## src/sv/spa_pkg.sv

```systemverilog
// spa_pkg: shared types and codes for the segregated pool allocator
// holds request and status codes plus the controller/datapath command and status structs
// no dependencies
package spa_pkg;

    // request type codes
    localparam logic REQ_ALLOC = 1'b0;
    localparam logic REQ_FREE  = 1'b1;

    // result status codes
    localparam logic [1:0] ST_DONE = 2'd0;
    localparam logic [1:0] ST_ZERO = 2'd1;
    localparam logic [1:0] ST_BIG  = 2'd2;
    localparam logic [1:0] ST_FULL = 2'd3;

    // width of arena addresses as seen on the ports
    localparam int ADDR_W = 16;

    // commands from controller to datapath
    typedef struct packed {
        logic capture;      // latch the accepted request beat
        logic mul_size;     // reciprocal multiply of size - 1
        logic classify;     // pick pool, handle special cases and bump path
        logic mul_addr;     // reciprocal multiply of the block address
        logic qload;        // load granule quotient into the reducer
        logic reduce_step;  // one conditional subtract of the reducer
        logic mem_write;    // push a freed block onto its chain
        logic mem_read;     // read the link of the chain head
        logic pop;          // pop the chain head using the read link
        logic load_out;     // move the result into the output register
    } spa_cmd_t;

    // status from datapath to controller
    typedef struct packed {
        logic special;      // zero size or too large
        logic chain;        // free request or non-empty chain
        logic is_free;      // captured request is a free
        logic red_last;     // reducer is on its last step
        logic out_busy;     // output register holds a beat that is not taken
    } spa_stat_t;

endpackage

```

## src/sv/spa_ctrl.sv

```systemverilog
// spa_ctrl: sequencing state machine of the segregated pool allocator
// depends on spa_pkg for the command and status structs
module spa_ctrl (
    input  logic                clk,
    input  logic                rst_n,
    input  logic                req_valid,
    output logic                req_ready,
    input  spa_pkg::spa_stat_t  stat,
    output spa_pkg::spa_cmd_t   cmd
);

    localparam logic [3:0] S_IDLE  = 4'd0;
    localparam logic [3:0] S_MULS  = 4'd1;
    localparam logic [3:0] S_CLASS = 4'd2;
    localparam logic [3:0] S_MULA  = 4'd3;
    localparam logic [3:0] S_QLD   = 4'd4;
    localparam logic [3:0] S_RED   = 4'd5;
    localparam logic [3:0] S_MEM   = 4'd6;
    localparam logic [3:0] S_POP   = 4'd7;
    localparam logic [3:0] S_DONE  = 4'd8;

    logic [3:0] state_reg;
    logic [3:0] state_next;

    // state register
    always_ff @(posedge clk or negedge rst_n)
    begin
        if (!rst_n)
        begin
            state_reg <= S_IDLE;
        end
        else
        begin
            state_reg <= state_next;
        end
    end

    // next state and commands
    always_comb
    begin
        state_next = state_reg;
        cmd        = '0;
        req_ready  = 1'b0;
        case (state_reg)
            S_IDLE:
            begin
                req_ready = 1'b1;
                if (req_valid)
                begin
                    cmd.capture = 1'b1;
                    state_next  = S_MULS;
                end
            end
            S_MULS:
            begin
                cmd.mul_size = 1'b1;
                state_next   = S_CLASS;
            end
            S_CLASS:
            begin
                cmd.classify = 1'b1;
                if (!stat.special && stat.chain)
                begin
                    state_next = S_MULA;
                end
                else
                begin
                    state_next = S_DONE;
                end
            end
            S_MULA:
            begin
                cmd.mul_addr = 1'b1;
                state_next   = S_QLD;
            end
            S_QLD:
            begin
                cmd.qload  = 1'b1;
                state_next = S_RED;
            end
            S_RED:
            begin
                cmd.reduce_step = 1'b1;
                if (stat.red_last)
                begin
                    state_next = S_MEM;
                end
            end
            S_MEM:
            begin
                if (stat.is_free)
                begin
                    cmd.mem_write = 1'b1;
                    state_next    = S_DONE;
                end
                else
                begin
                    cmd.mem_read = 1'b1;
                    state_next   = S_POP;
                end
            end
            S_POP:
            begin
                cmd.pop    = 1'b1;
                state_next = S_DONE;
            end
            S_DONE:
            begin
                if (!stat.out_busy)
                begin
                    cmd.load_out = 1'b1;
                    state_next   = S_IDLE;
                end
            end
            default:
            begin
                state_next = S_IDLE;
            end
        endcase
    end

endmodule

```

## config.mk

```make
export PLATFORM = sky130hd
export DESIGN_NAME = spa_ctrl
export DESIGN_NICKNAME = d
export VERILOG_FILES = /design/src/sv/spa_pkg.sv /design/src/sv/spa_ctrl.sv
export SDC_FILE = /design/constraint.sdc
export NUM_CORES = 1
export LEC_CHECK = 0
export ABC_CLOCK_PERIOD_IN_PS = 1600
export BUFFER_PORTS_ARGS = -buffer_cell sky130_fd_sc_hd__clkbuf_2
export CAP_MARGIN = 25
export CORE_AREA = 3 3 40 42
export CTS_BUF_LIST = sky130_fd_sc_hd__clkbuf_8
export DETAILED_ROUTE_END_ITERATION = 8
export DIE_AREA = 0 0 43 45
export GPL_TIMING_DRIVEN = 0
export PLACE_DENSITY = 0.63
export SYNTH_ARGS = -nofsm -noshare
export SYNTH_HDL_FRONTEND = slang
export SYNTH_SLANG_ARGS = --single-unit
```

## constraint.sdc

```tcl
create_clock -name clk -period 1.6 [get_ports clk]
set_input_delay 0.08 -clock clk [delete_from_list [all_inputs] [get_ports clk]]
set_output_delay 0.08 -clock clk [all_outputs]
set_load 0.01 [all_outputs]
```

After elaboration in Yosys (flattened, before gate mapping). Index checks and enable logic that the tools add are counted. W data, S select, Z words.

Flip-flop bits (word level): 4. Bits of input ports: 8. Output and inout port bits: 11. Word-level logic and storage cells: 36.

Equality and inequality tests: 11. Mux-type cells: 20. Reduce and logical (&&, ||, !) cells: 4.

Operators by type and width (number): $pmux W4 S9 (1); $mux W4 (5); $eq A4 B3 Y1 const B (4); $mux W1 (13); $eq A4 B2 Y1 const B (2); $ne A2 B2 Y1 const B (3); $eq A4 B1 Y1 const B (1); $eq A4 B4 Y1 const B (1); $logic_not A4 Y1 (1); $reduce_and A3 Y1 (1); $mux W2 (1); $logic_and A1 B1 Y1 (1); $logic_not A1 Y1 (1).

Logic depth before layout (Yosys ltp). Gate-level depths: netlist of run 1.

Depth after elaboration: 4. Mapped depth: 4.

Least setup slack after synthesis of run 1. Ideal clock, no wire load.

Path type: reg-to-output. Start point: register state_reg[0]. End point: output port cmd[9] (netlist bit). Arrival time: 1.281 ns. Data required time: 1.520 ns. Setup slack: 0.239 ns. Cell stages (with the launch flop): 4. Cells stage by stage: dfrtp_1 -> buf_6 -> nor4_1 -> and2_1.

RTL lines: from (decl) (line spa_ctrl.sv:22) `logic [3:0] state_reg;`; from (signal assigned) (line spa_ctrl.sv:34) `state_reg <= state_next;`; to (decl) (line spa_ctrl.sv:9) `output spa_pkg::spa_cmd_t cmd`.

==> impl_results.md, run 1 <==
* Outcome: finished clean
* Total Power at 0.001130 W
* First-pass GRT wire length at ~1600 um
* Fin nets at 80
* Setup Slack @ Placement at about 0.21 ns
* Post-synthesis cell count at 43
* Setup WS post-layout at 0.08185 ns
* Hold WS at 0.06949 ns
* Die width at 43 um
* Total wire length at 1064 um
* Rel. slew slack at roughly 79%
* Power per cell area at 1901 nW/um^2
* Post-Syn Area at 377.9 um^2
* Avg Cell Area, Syn at 8.787 um^2
* Most common cell after layout, fill and taps aside: clkbuf_2
* I/O Pins at 19
* Vias per cell at about 5.1
* Global Route Usage Sum at 12.33%
* CP max stage cell: dfrtp_1
* Die H at 45 um
* #FFs+latches synth at 4
* Final core utilization at about 46%
* Gr ovfl total at 0
* Router iterations before antenna repair at 4
* Antenna Cells at 0
* CTS clk-pin slew, worst paths at 0.03 ns
* CP Launch Type: flip-flop
* Max-slew violation count at 0
* Port bufs at 18
* Clk_lat worst skew at 0.22 ns
* Max frequency at 658.7 MHz
* Num CTS Buffers at 3
* Final worst path period need at 1.518 ns
* Most frequent cells in the layout: clkbuf_2 (17), buf_4 (7), nor2_1 (4), nor3_1 (4), clkbuf_8 (3)
* Rows at 13
* CTS tree: done
* Layout cells sized above 1 at 52.86%
* Max incr delay on CP at 0.40 ns
* 1st-iter DRT viols at 14
* Leakage at 0.2849 nW
* Number of H-tree levels at 1
* Crit-path cells: buf_4 > or3b_4 > nor2_2 > buf_2
* CP Data Arrival Time at 1.44 ns
* Worst Clk Skew at approximately 0.0048 ns
* Routability congestion estimate at 0.6950
* Number of library cell types mapped by synthesis at 27
* DRC viols at 0
* Sequential area share after synthesis at a little over a quarter
* Kind of path behind the tightest hold check: input pin to flip-flop
* Largest net degree at the start of global routing at 11
* Max-cap violations at 0
* Vias in the first global route at 373
* Max reg flops at 4
* Syn. warnings at 0
* Initial antenna violation count at 0
* Post-synthesis net count at a little over 50
* Synth-to-layout area growth at 57.28%
* Setup_tns at 0 ns
* Routed via count at 436
* Worst Tran Pin Value at roughly 0.32 ns
* Worst vdd ir at 0.8886 mV
* Post-route ant nets at 0
* Die area at just under 2000 um^2
* CTS max path bufs at 2
* Hpwl dp at approximately 750 um
* Fin. Hold Viols at 0
* Worst setup path category: flip-flop to primary output
* WL per Instance at approximately 13 um
* Starting density of the core at 29.41%
* Clock sinks at 4
* Critical Path RT at 1.52 ns
* Crit path max fanout at 10
* CTS root buf: clkbuf_8
* CP endpoint kind: primary output
* Core box area at 1285 um^2
* Final setup vio count at 0
* Tcrit/Tclk final at between 90% and 100%
[cells by family after synthesis]
kind of cell    synth area share, %
compound gates                17.88
flops                         26.49
simple gates                  45.03
buf+inv                       10.60
[layer usage]
| layer | vias up | share of wire [%] | track usage (%) |
|---|---|---|---|
| met3 | 2 | 11 | 7.570 |
| met2 | 19 | 44 | 17.07 |
| met4 | 0 | 1.0 | 7.831 |
| met5 | - | 0 | 0 |
| met1 | 196 | 44 | 14.25 |
| li1 | 219 | - | - |
[power by group]
part           leakage (nW)  internal (W)  switching [W]
clock network        0.0216      0.000160      0.0000524
logic                 0.215      0.000353       0.000353
registers            0.0487      0.000153      0.0000579
total                 0.285      0.000666       0.000464
[worst paths after layout]
kind / startpoint / endpoint / slack (ns) / cells after the start
worst max-delay path: state_reg[1] / cmd[3] / 0.08 / 4
worst min-delay path: stat[1] / state_reg[0] / 0.07 / 2
worst max register to register: state_reg[2] / state_reg[0] / 0.15 / 5
worst min register to register: state_reg[3] / state_reg[2] / 0.65 / 2
max in group asynchronous: rst_n / state_reg[3] / 1.26 / 2
min in group asynchronous: rst_n / state_reg[0] / 0.20 / 2
[per-stage QoR]
step,area (um^2),std cells
floorplan,377.9,43
global placement,486.7,76
finish,594.3,85
detailed placement,486.7,76
CTS,535.5,79
global route,594.3,85
[final cells by class]
class | instances | area (um^2)
Timing Repair Buffer | 25 | 145.1
Multi-Input combinational cell | 33 | 249.0
Inverter | 2 | 7.507
Buffer | 3 | 30.03
Fill cell | 130 | 690.7
Tap cell | 15 | 18.77
Clock buffer | 3 | 41.29
Sequential cell | 4 | 102.6
[timing repair]
item	CTS	global route
hold endpoints to repair	4	0
resized for setup	2	6
setup buffers	0	6
hold buffers	1	0
pin swaps	0	2
endpoints found under the setup margin	2	3
[worst max-delay path, delay by kind of cell (launching register included)]
kind | cells | cell delay, ns
and+or+nand+nor | 2 | 0.49
DFF | 1 | 0.40
buffers and inverters | 2 | 0.33
[synth_stat cells]
cell | instances | area, um^2
a21oi_1 | 2 | 10.01
a221oi_1 | 1 | 8.760
a22oi_1 | 1 | 7.510
a41oi_1 | 1 | 8.760
and2_1 | 1 | 6.260
and4bb_1 | 1 | 12.51
buf_2 | 2 | 10.01
buf_6 | 2 | 22.52
dfrtp_1 | 4 | 100.1
inv_1 | 2 | 7.510
nand2_1 | 1 | 3.750
nand2b_1 | 2 | 12.51
nand2b_4 | 1 | 13.76
nand4bb_1 | 1 | 11.26
nor2_1 | 5 | 18.77
nor2b_1 | 1 | 6.260
nor3_1 | 4 | 20.02
nor4_1 | 1 | 6.260
nor4b_1 | 1 | 8.760
nor4b_2 | 1 | 15.01
nor4bb_1 | 1 | 10.01
o211a_1 | 1 | 10.01
o211ai_1 | 1 | 7.510
o22ai_1 | 1 | 6.260
o32ai_1 | 1 | 8.760
or3b_1 | 2 | 17.52
or4_1 | 1 | 7.510
Power figures use the tool's default switching activity.
==> run 2: changes to the inputs <==
--- a/config.mk
+++ b/config.mk
@@ -12,6 +12,7 @@
 export CTS_BUF_LIST = sky130_fd_sc_hd__clkbuf_8
 export DETAILED_ROUTE_END_ITERATION = 8
 export DIE_AREA = 0 0 43 45
+export GPL_ROUTABILITY_DRIVEN = 0
 export GPL_TIMING_DRIVEN = 0
 export PLACE_DENSITY = 0.63
 export SYNTH_ARGS = -nofsm -noshare
==> constraint.sdc (replaced) <==
create_clock -name clk -period 1.6 [get_ports clk]
set_input_delay 0.08 -clock clk [delete_from_list [all_inputs] [get_ports clk]]
set_output_delay 0.08 -clock clk [all_outputs]
set_load 0.005 [all_outputs]
==> run 2 against run 1 <==
  * Setup slack better by 0.0036 ns
  * Register-to-register slack about the same
  * Wire length about the same
  * Count of clock-buffer cells in the layout unchanged
  * Clock skew stayed put
  * Sequential share of layout area did not move
  * Utilization unchanged
  * Non-clock buffer count stayed put
  * Sequential cell count is the same
  * Final cell count unchanged
  * Largest cell class unchanged
==> impl_results.md, run 2 (same netlist as run 1, synthesis figures left out) <==
* Outcome: finished clean
* Filler Cell Count at 130 (unchanged)
* Rel. slew slack at 78.52% (unchanged)
* Initial antenna violation count at 0 (unchanged)
* FF+latch area at 102.6 um^2 (unchanged)
* CTS tree: done
* Core box area at 1285 um^2 (unchanged)
* First-pass GRT wire length at 1642 um (unchanged)
* Router iterations before antenna repair at 4 (unchanged)
* Kind of path behind the tightest hold check: input pin to flip-flop
* R2R Setup Slk at 0.15 ns (about the same)
* Worst Clk Skew at 0.004783 ns (unchanged)
* Antenna Cells at 0 (unchanged)
* Hold WS at 0.06949 ns (unchanged)
* Setup_tns at 0 ns (unchanged)
* Max frequency at 660.3 MHz (+0.24%)
* Final setup vio count at 0 (unchanged)
* Worst Tran Pin Value at 0.3214 ns (unchanged)
* Max-slew violation count at 0 (unchanged)
* Port bufs at 18 (unchanged)
* Hold Startpoint: stat[1]
* Layout cells sized above 1 at 52.86% (unchanged)
* Gr ovfl total at 0 (unchanged)
* Clk_lat worst skew at 0.22 ns (about the same)
* Die H at 45 um (unchanged)
* Number of H-tree levels at 1 (unchanged)
* Rows at 13 (unchanged)
* Vias in the first global route at 373 (unchanged)
* Worst hold stages at 2 (unchanged)
* CP Data Arrival Time at 1.43 ns (about the same)
* Clock sinks at 4 (unchanged)
* Fin. Hold Viols at 0 (unchanged)
* Setup Slack @ Placement at 0.2298 ns (+0.01937 ns)
* CP endpoint kind: primary output
* DRC viols at 0 (unchanged)
* RSZ-0062 raised after global routing: no
* Worst vdd ir at 0.8810 mV (-0.86%)
* Vias per cell at 5.153 (+0.46%)
* Leakage at 0.2840 nW (-0.33%)
* Non-filler instance count after layout at 85 (unchanged)
* Die width at 43 um (unchanged)
* CTS root buf: clkbuf_8
* Largest net degree at the start of global routing at 11 (unchanged)
* Power per cell area at 1847 nW/um^2 (-2.8%)
* Multi-input combinational cell area at 249.0 um^2 (unchanged)
* Tcrit/Tclk final at 94.66% (-0.23 points)
* 1st-iter DRT viols at 15 (+1)
* Routed via count at 438 (+0.46%)
* Starting density of the core at 29.41% (unchanged)
* Critical Path RT at 1.52 ns (about the same)
* Reg-to-Reg End: state_reg[0]
* Num CTS Buffers at 3 (unchanged)
* CP Launch Type: flip-flop
* Total wire length at 1063 um (about the same)
* CTS clk-pin slew, worst paths at 0.03 ns (about the same)
* Reg-to-reg startpoint: state_reg[2]
* WL per Instance at 12.51 um (about the same)
* Final worst path period need at 1.515 ns (-0.003600 ns)
* Hpwl dp at 746.3 um (unchanged)
* WHS Endpoint: state_reg[0]
* Crit path max fanout at 6 (-4)
* Max reg flops at 4 (unchanged)
* I/O Pins at 19 (unchanged)
* Fin nets at 80 (unchanged)
* Most frequent cells in the layout: clkbuf_2 (18), buf_4 (7), nor2_1 (4), nor3_1 (4), clkbuf_8 (3)
* Max-cap violations at 0 (unchanged)
* Post-route ant nets at 0 (unchanged)
* CTS max path bufs at 2 (unchanged)
* Synth-to-layout area growth at 57.28% (unchanged)
* Die area at 1935 um^2 (unchanged)
* Setup WS post-layout at 0.08545 ns (+0.003600 ns)
* Reg2Reg Depth at 5 (unchanged)
* Global Route Usage Sum at 12.33% (unchanged)
* Placed cells at 76 (unchanged)
* Worst setup path category: flip-flop to primary output
* Most common cell after layout, fill and taps aside: clkbuf_2
## run 2: changes by cell type in the layout (fill, tap and decap cells not counted), sizes merged
cell and change:
clkbuf +1, buf -1
## run 2: critical path, stage by stage, from the launching register on
cell,delay [ns]
dfrtp_2,0.39
buf_6,0.13
nand2b_4,0.07
or3b_4,0.40
nor2_2,0.10
clkbuf_2,0.11
## run 2: how the worst max path moves through the flow
| stage | start | to | slack [ns] |
|---|---|---|---|
| final | state_reg[2] | cmd[3] | 0.09 |
| after floorplan | state_reg[0] | state_reg[0] | 0.34 |
| after detailed placement | state_reg[3] | cmd[3] | 0.23 |
| after global placement | state_reg[3] | cmd[2] | 0.24 |
| after CTS | state_reg[3] | cmd[3] | 0.04 |
| after global routing | state_reg[2] | cmd[3] | 0.0002 |
## run 2: timing repair
item | in CTS | in global routing
setup buffers | 0 | 6
hold endpoints to repair | 4 | 0
pin swaps | 0 | 1
cloned | 0 | 0
setup endpoints to repair | 2 | 2
hold buffers | 1 | 0
resized for setup | 2 | 5
## run 2: layout make-up
| type | count | share of cell area [%] |
|---|---|---|
| tap | 15 | 3.158 |
| clock buffer | 3 | 6.947 |
| sequential | 4 | 17.26 |
| inverter | 2 | 1.263 |
| timing repair buffer | 25 | 24.42 |
| buffer | 3 | 5.053 |
| multi-input combinational | 33 | 41.89 |
## run 2: metrics by stage
stage / cell area (um^2) / total power [W] / utilization, %
CTS: 535.5 / 0.0009751 / 41.67
global placement: 486.7 / 0.0007544 / 37.88
floorplan: 377.9 / 0.0005874 / -
finish: 594.3 / 0.001097 / 46.25
global route: 594.3 / 0.001170 / 46.25
detailed placement: 486.7 / 0.0007590 / 37.88
## run 2: where the power goes
group / internal [W] / switching (W) / total, W / leakage [nW]
Clock: 0.000160 / 0.0000524 / 0.000213 / 0.0216
Sequential: 0.000153 / 0.0000578 / 0.000210 / 0.0487
Combinational: 0.000352 / 0.000322 / 0.000674 / 0.214
## run 2: routing by layer
| metal | up-vias | global-route usage, % | share of wire [%] |
|---|---|---|---|
| met2 | 19 | 17.07 | 44 |
| met3 | 2 | 7.570 | 11 |
| met1 | 198 | 14.25 | 44 |
| met4 | 0 | 7.831 | 1.0 |
| li1 | 219 | - | - |
| met5 | - | 0 | 0 |
==> run 3: changes to the inputs <==
--- a/config.mk
+++ b/config.mk
@@ -7,14 +7,14 @@
 export LEC_CHECK = 0
 export ABC_CLOCK_PERIOD_IN_PS = 1600
 export BUFFER_PORTS_ARGS = -buffer_cell sky130_fd_sc_hd__clkbuf_2
-export CAP_MARGIN = 25
+export CAP_MARGIN = 20
 export CORE_AREA = 3 3 40 42
 export CTS_BUF_LIST = sky130_fd_sc_hd__clkbuf_8
 export DETAILED_ROUTE_END_ITERATION = 8
 export DIE_AREA = 0 0 43 45
 export GPL_ROUTABILITY_DRIVEN = 0
 export GPL_TIMING_DRIVEN = 0
-export PLACE_DENSITY = 0.63
+export PLACE_DENSITY_LB_ADDON = 0.05
 export SYNTH_ARGS = -nofsm -noshare
 export SYNTH_HDL_FRONTEND = slang
 export SYNTH_SLANG_ARGS = --single-unit
==> run 3 against run 2 <==
  * Count of clock-buffer cells in the layout did not move
  * Worst hold slack improved by 0.014 ns
  * Non-clock buffer count fell by 3
  * Cell area fell by 5.7%
  * Utilization fell by 2.6 points
  * Die area did not move
  * Sequential share of layout area rose by 1.0 points
  * Wire length fell by 3.0%
  * Critical path type unchanged
  * Critical endpoint is now cmd[9]
==> impl_results.md, run 3 (same netlist as run 1, synthesis figures left out) <==
* Outcome: finished clean
* R2R Setup Slk at 0.17 ns (+0.02 ns)
* WHS Endpoint: state_reg[0]
* Hold Startpoint: stat[1]
* Worst setup path category: flip-flop to primary output
* Filler Cell Count at 138 (+6.2%)
* Reg-to-Reg End: state_reg[3]
* Max incr delay on CP at 0.40 ns (about the same)
* First-pass GRT wire length at 1745 um (+6.3%)
* Worst Tran Pin Value at 0.3735 ns (+0.05211 ns)
* Starting density of the core at 29.41% (unchanged)
* Power per cell area at 1828 nW/um^2 (-1.0%)
* Max-cap violations at 0 (unchanged)
* Max frequency at 660.8 MHz (about the same)
* CP Buf/Inv Count at 2 (unchanged)
* Crit path max fanout at 10 (+4)
* CTS max path bufs at 2 (unchanged)
* Worst hold stages at 2 (unchanged)
* Worst Clk Skew at 0.009051 ns (+0.004268 ns)
* CP max stage cell: dfrtp_1
* Final setup vio count at 0 (unchanged)
* CP top delay family: simple AND/OR/NAND/NOR gates
* Fin nets at 77 (-3.8%)
* Hold WS at 0.08386 ns (+0.01437 ns)
* Global Route Usage Sum at 12.33% (unchanged)
* Routed via count at 436 (-0.46%)
* Crit-path cells: clkbuf_4 > nor4_1 > and2_1 > clkbuf_2
* Setup_tns at 0 ns (unchanged)
* Total wire length at 1031 um (-3.0%)
* Initial antenna violation count at 0 (unchanged)
* WL per Instance at 12.57 um (+0.54%)
* Die H at 45 um (unchanged)
* I/O Pins at 19 (unchanged)
* Num CTS Buffers at 3 (unchanged)
* Max-slew violation count at 0 (unchanged)
* Total Power at 0.001025 W (-6.6%)
* Vias per cell at 5.317 (+3.2%)
* FF+latch area at 102.6 um^2 (unchanged)
* Core box area at 1285 um^2 (unchanged)
* Post-route ant nets at 0 (unchanged)
* 1st-iter DRT viols at 10 (-5)
* Port bufs at 18 (unchanged)
* CTS clk-pin slew, worst paths at 0.04 ns (about the same)
* Reg2Reg Depth at 4 (-1)
* DRC viols at 0 (unchanged)
* Fin. Hold Viols at 0 (unchanged)
* Max reg flops at 4 (unchanged)
* Number of H-tree levels at 1 (unchanged)
* Hpwl dp at 788 um (+5.6%)
* Worst vdd ir at 1.074 mV (+22%)
* Reg-to-reg startpoint: state_reg[2]
* Most common cell after layout, fill and taps aside: clkbuf_2
* Antenna Cells at 0 (unchanged)
* CP Data Arrival Time at 1.43 ns (about the same)
* Final worst path period need at 1.513 ns (-0.001261 ns)
* Kind of path behind the tightest hold check: input pin to flip-flop
* Tcrit/Tclk final at 94.58% (about the same)
* Synth-to-layout area growth at 48.34%
* Clk_lat worst skew at 0.22 ns (about the same)
* Rows at 13 (unchanged)
* Multi-input combinational cell area at 237.7 um^2 (-4.5%)
* Vias in the first global route at 412 (+10%)
* Layout cells sized above 1 at 46.27% (-6.6 points)
* Largest net degree at the start of global routing at 11 (unchanged)
* Die area at 1935 um^2 (unchanged)
* Clock sinks at 4 (unchanged)
* CP endpoint kind: primary output
* CTS root buf: clkbuf_8
* CTS tree: done
* Router iterations before antenna repair at 4 (unchanged)
* Critical Path RT at 1.52 ns (about the same)
* Leakage at 0.2667 nW (-6.1%)
* Die width at 43 um (unchanged)
* CP Launch Type: flip-flop
* Gr ovfl total at 0 (unchanged)
* Rel. slew slack at 75.03% (-3.5 points)
* Most frequent cells in the layout: clkbuf_2 (18), nor2_1 (5), nor3_1 (4)
[run 3: cell count changes in the layout (fill, tap and decap cells not counted)]
cell      previous run  this run
or3b_1               1         2
nor2_1               4         5
or3b_4               1         0
clkbuf_4             0         1
nor4_2               1         0
nor4_1               0         1
nor2_2               1         0
buf_4                7         3
[run 3: metrics by stage]
stage	setup slack [ns]	instances	util (%)	instance area, um^2
floorplan	0.3387	43	-	377.9
global placement	0.2264	76	37.88	486.7
detailed placement	0.2159	76	37.88	486.7
CTS	0.003687	79	41.48	533.0
global route	-0.002078	82	43.62	560.5
finish	0.08671	82	43.62	560.5
[run 3: report_power, final]
part	leakage, nW	internal [W]	switching (W)
clock network	0.0216	0.000161	0.0000558
registers	0.0487	0.000153	0.0000545
logic	0.196	0.000302	0.000299
[run 3: worst max-delay path by stage]
stage                     slack (ns)  depth (start not counted)          from            to
after floorplan                 0.34                          3  state_reg[0]  state_reg[0]
after global placement          0.23                          5  state_reg[3]        cmd[3]
after detailed placement        0.22                          4  state_reg[2]  state_reg[0]
after CTS                      0.004                          4  state_reg[3]        cmd[3]
after global routing          -0.002                          4  state_reg[1]        cmd[2]
final                           0.09                          4  state_reg[1]        cmd[9]
[run 3: what timing repair did]
action | in CTS | in global routing
gates resized for setup | 0 | 3
endpoints found under the hold margin | 4 | 0
hold buffers | 1 | 0
setup endpoints to repair | 2 | 2
buffers inserted | 0 | 3
[run 3: layout make-up]
type | count | area share (%)
buffer | 3 | 5.357
sequential | 4 | 18.30
tap | 15 | 3.348
timing repair buffer | 22 | 21.88
inverter | 2 | 1.339
clock buffer | 3 | 7.366
multi-input combinational | 33 | 42.41
[run 3: metal layers]
metal,wire (um),vias up,global-route usage (%)
li1,-,219,-
met1,428,196,15.46
met3,101,0,5.976
met4,0,0,3.614
met5,0,-,0
met2,500,21,18.86
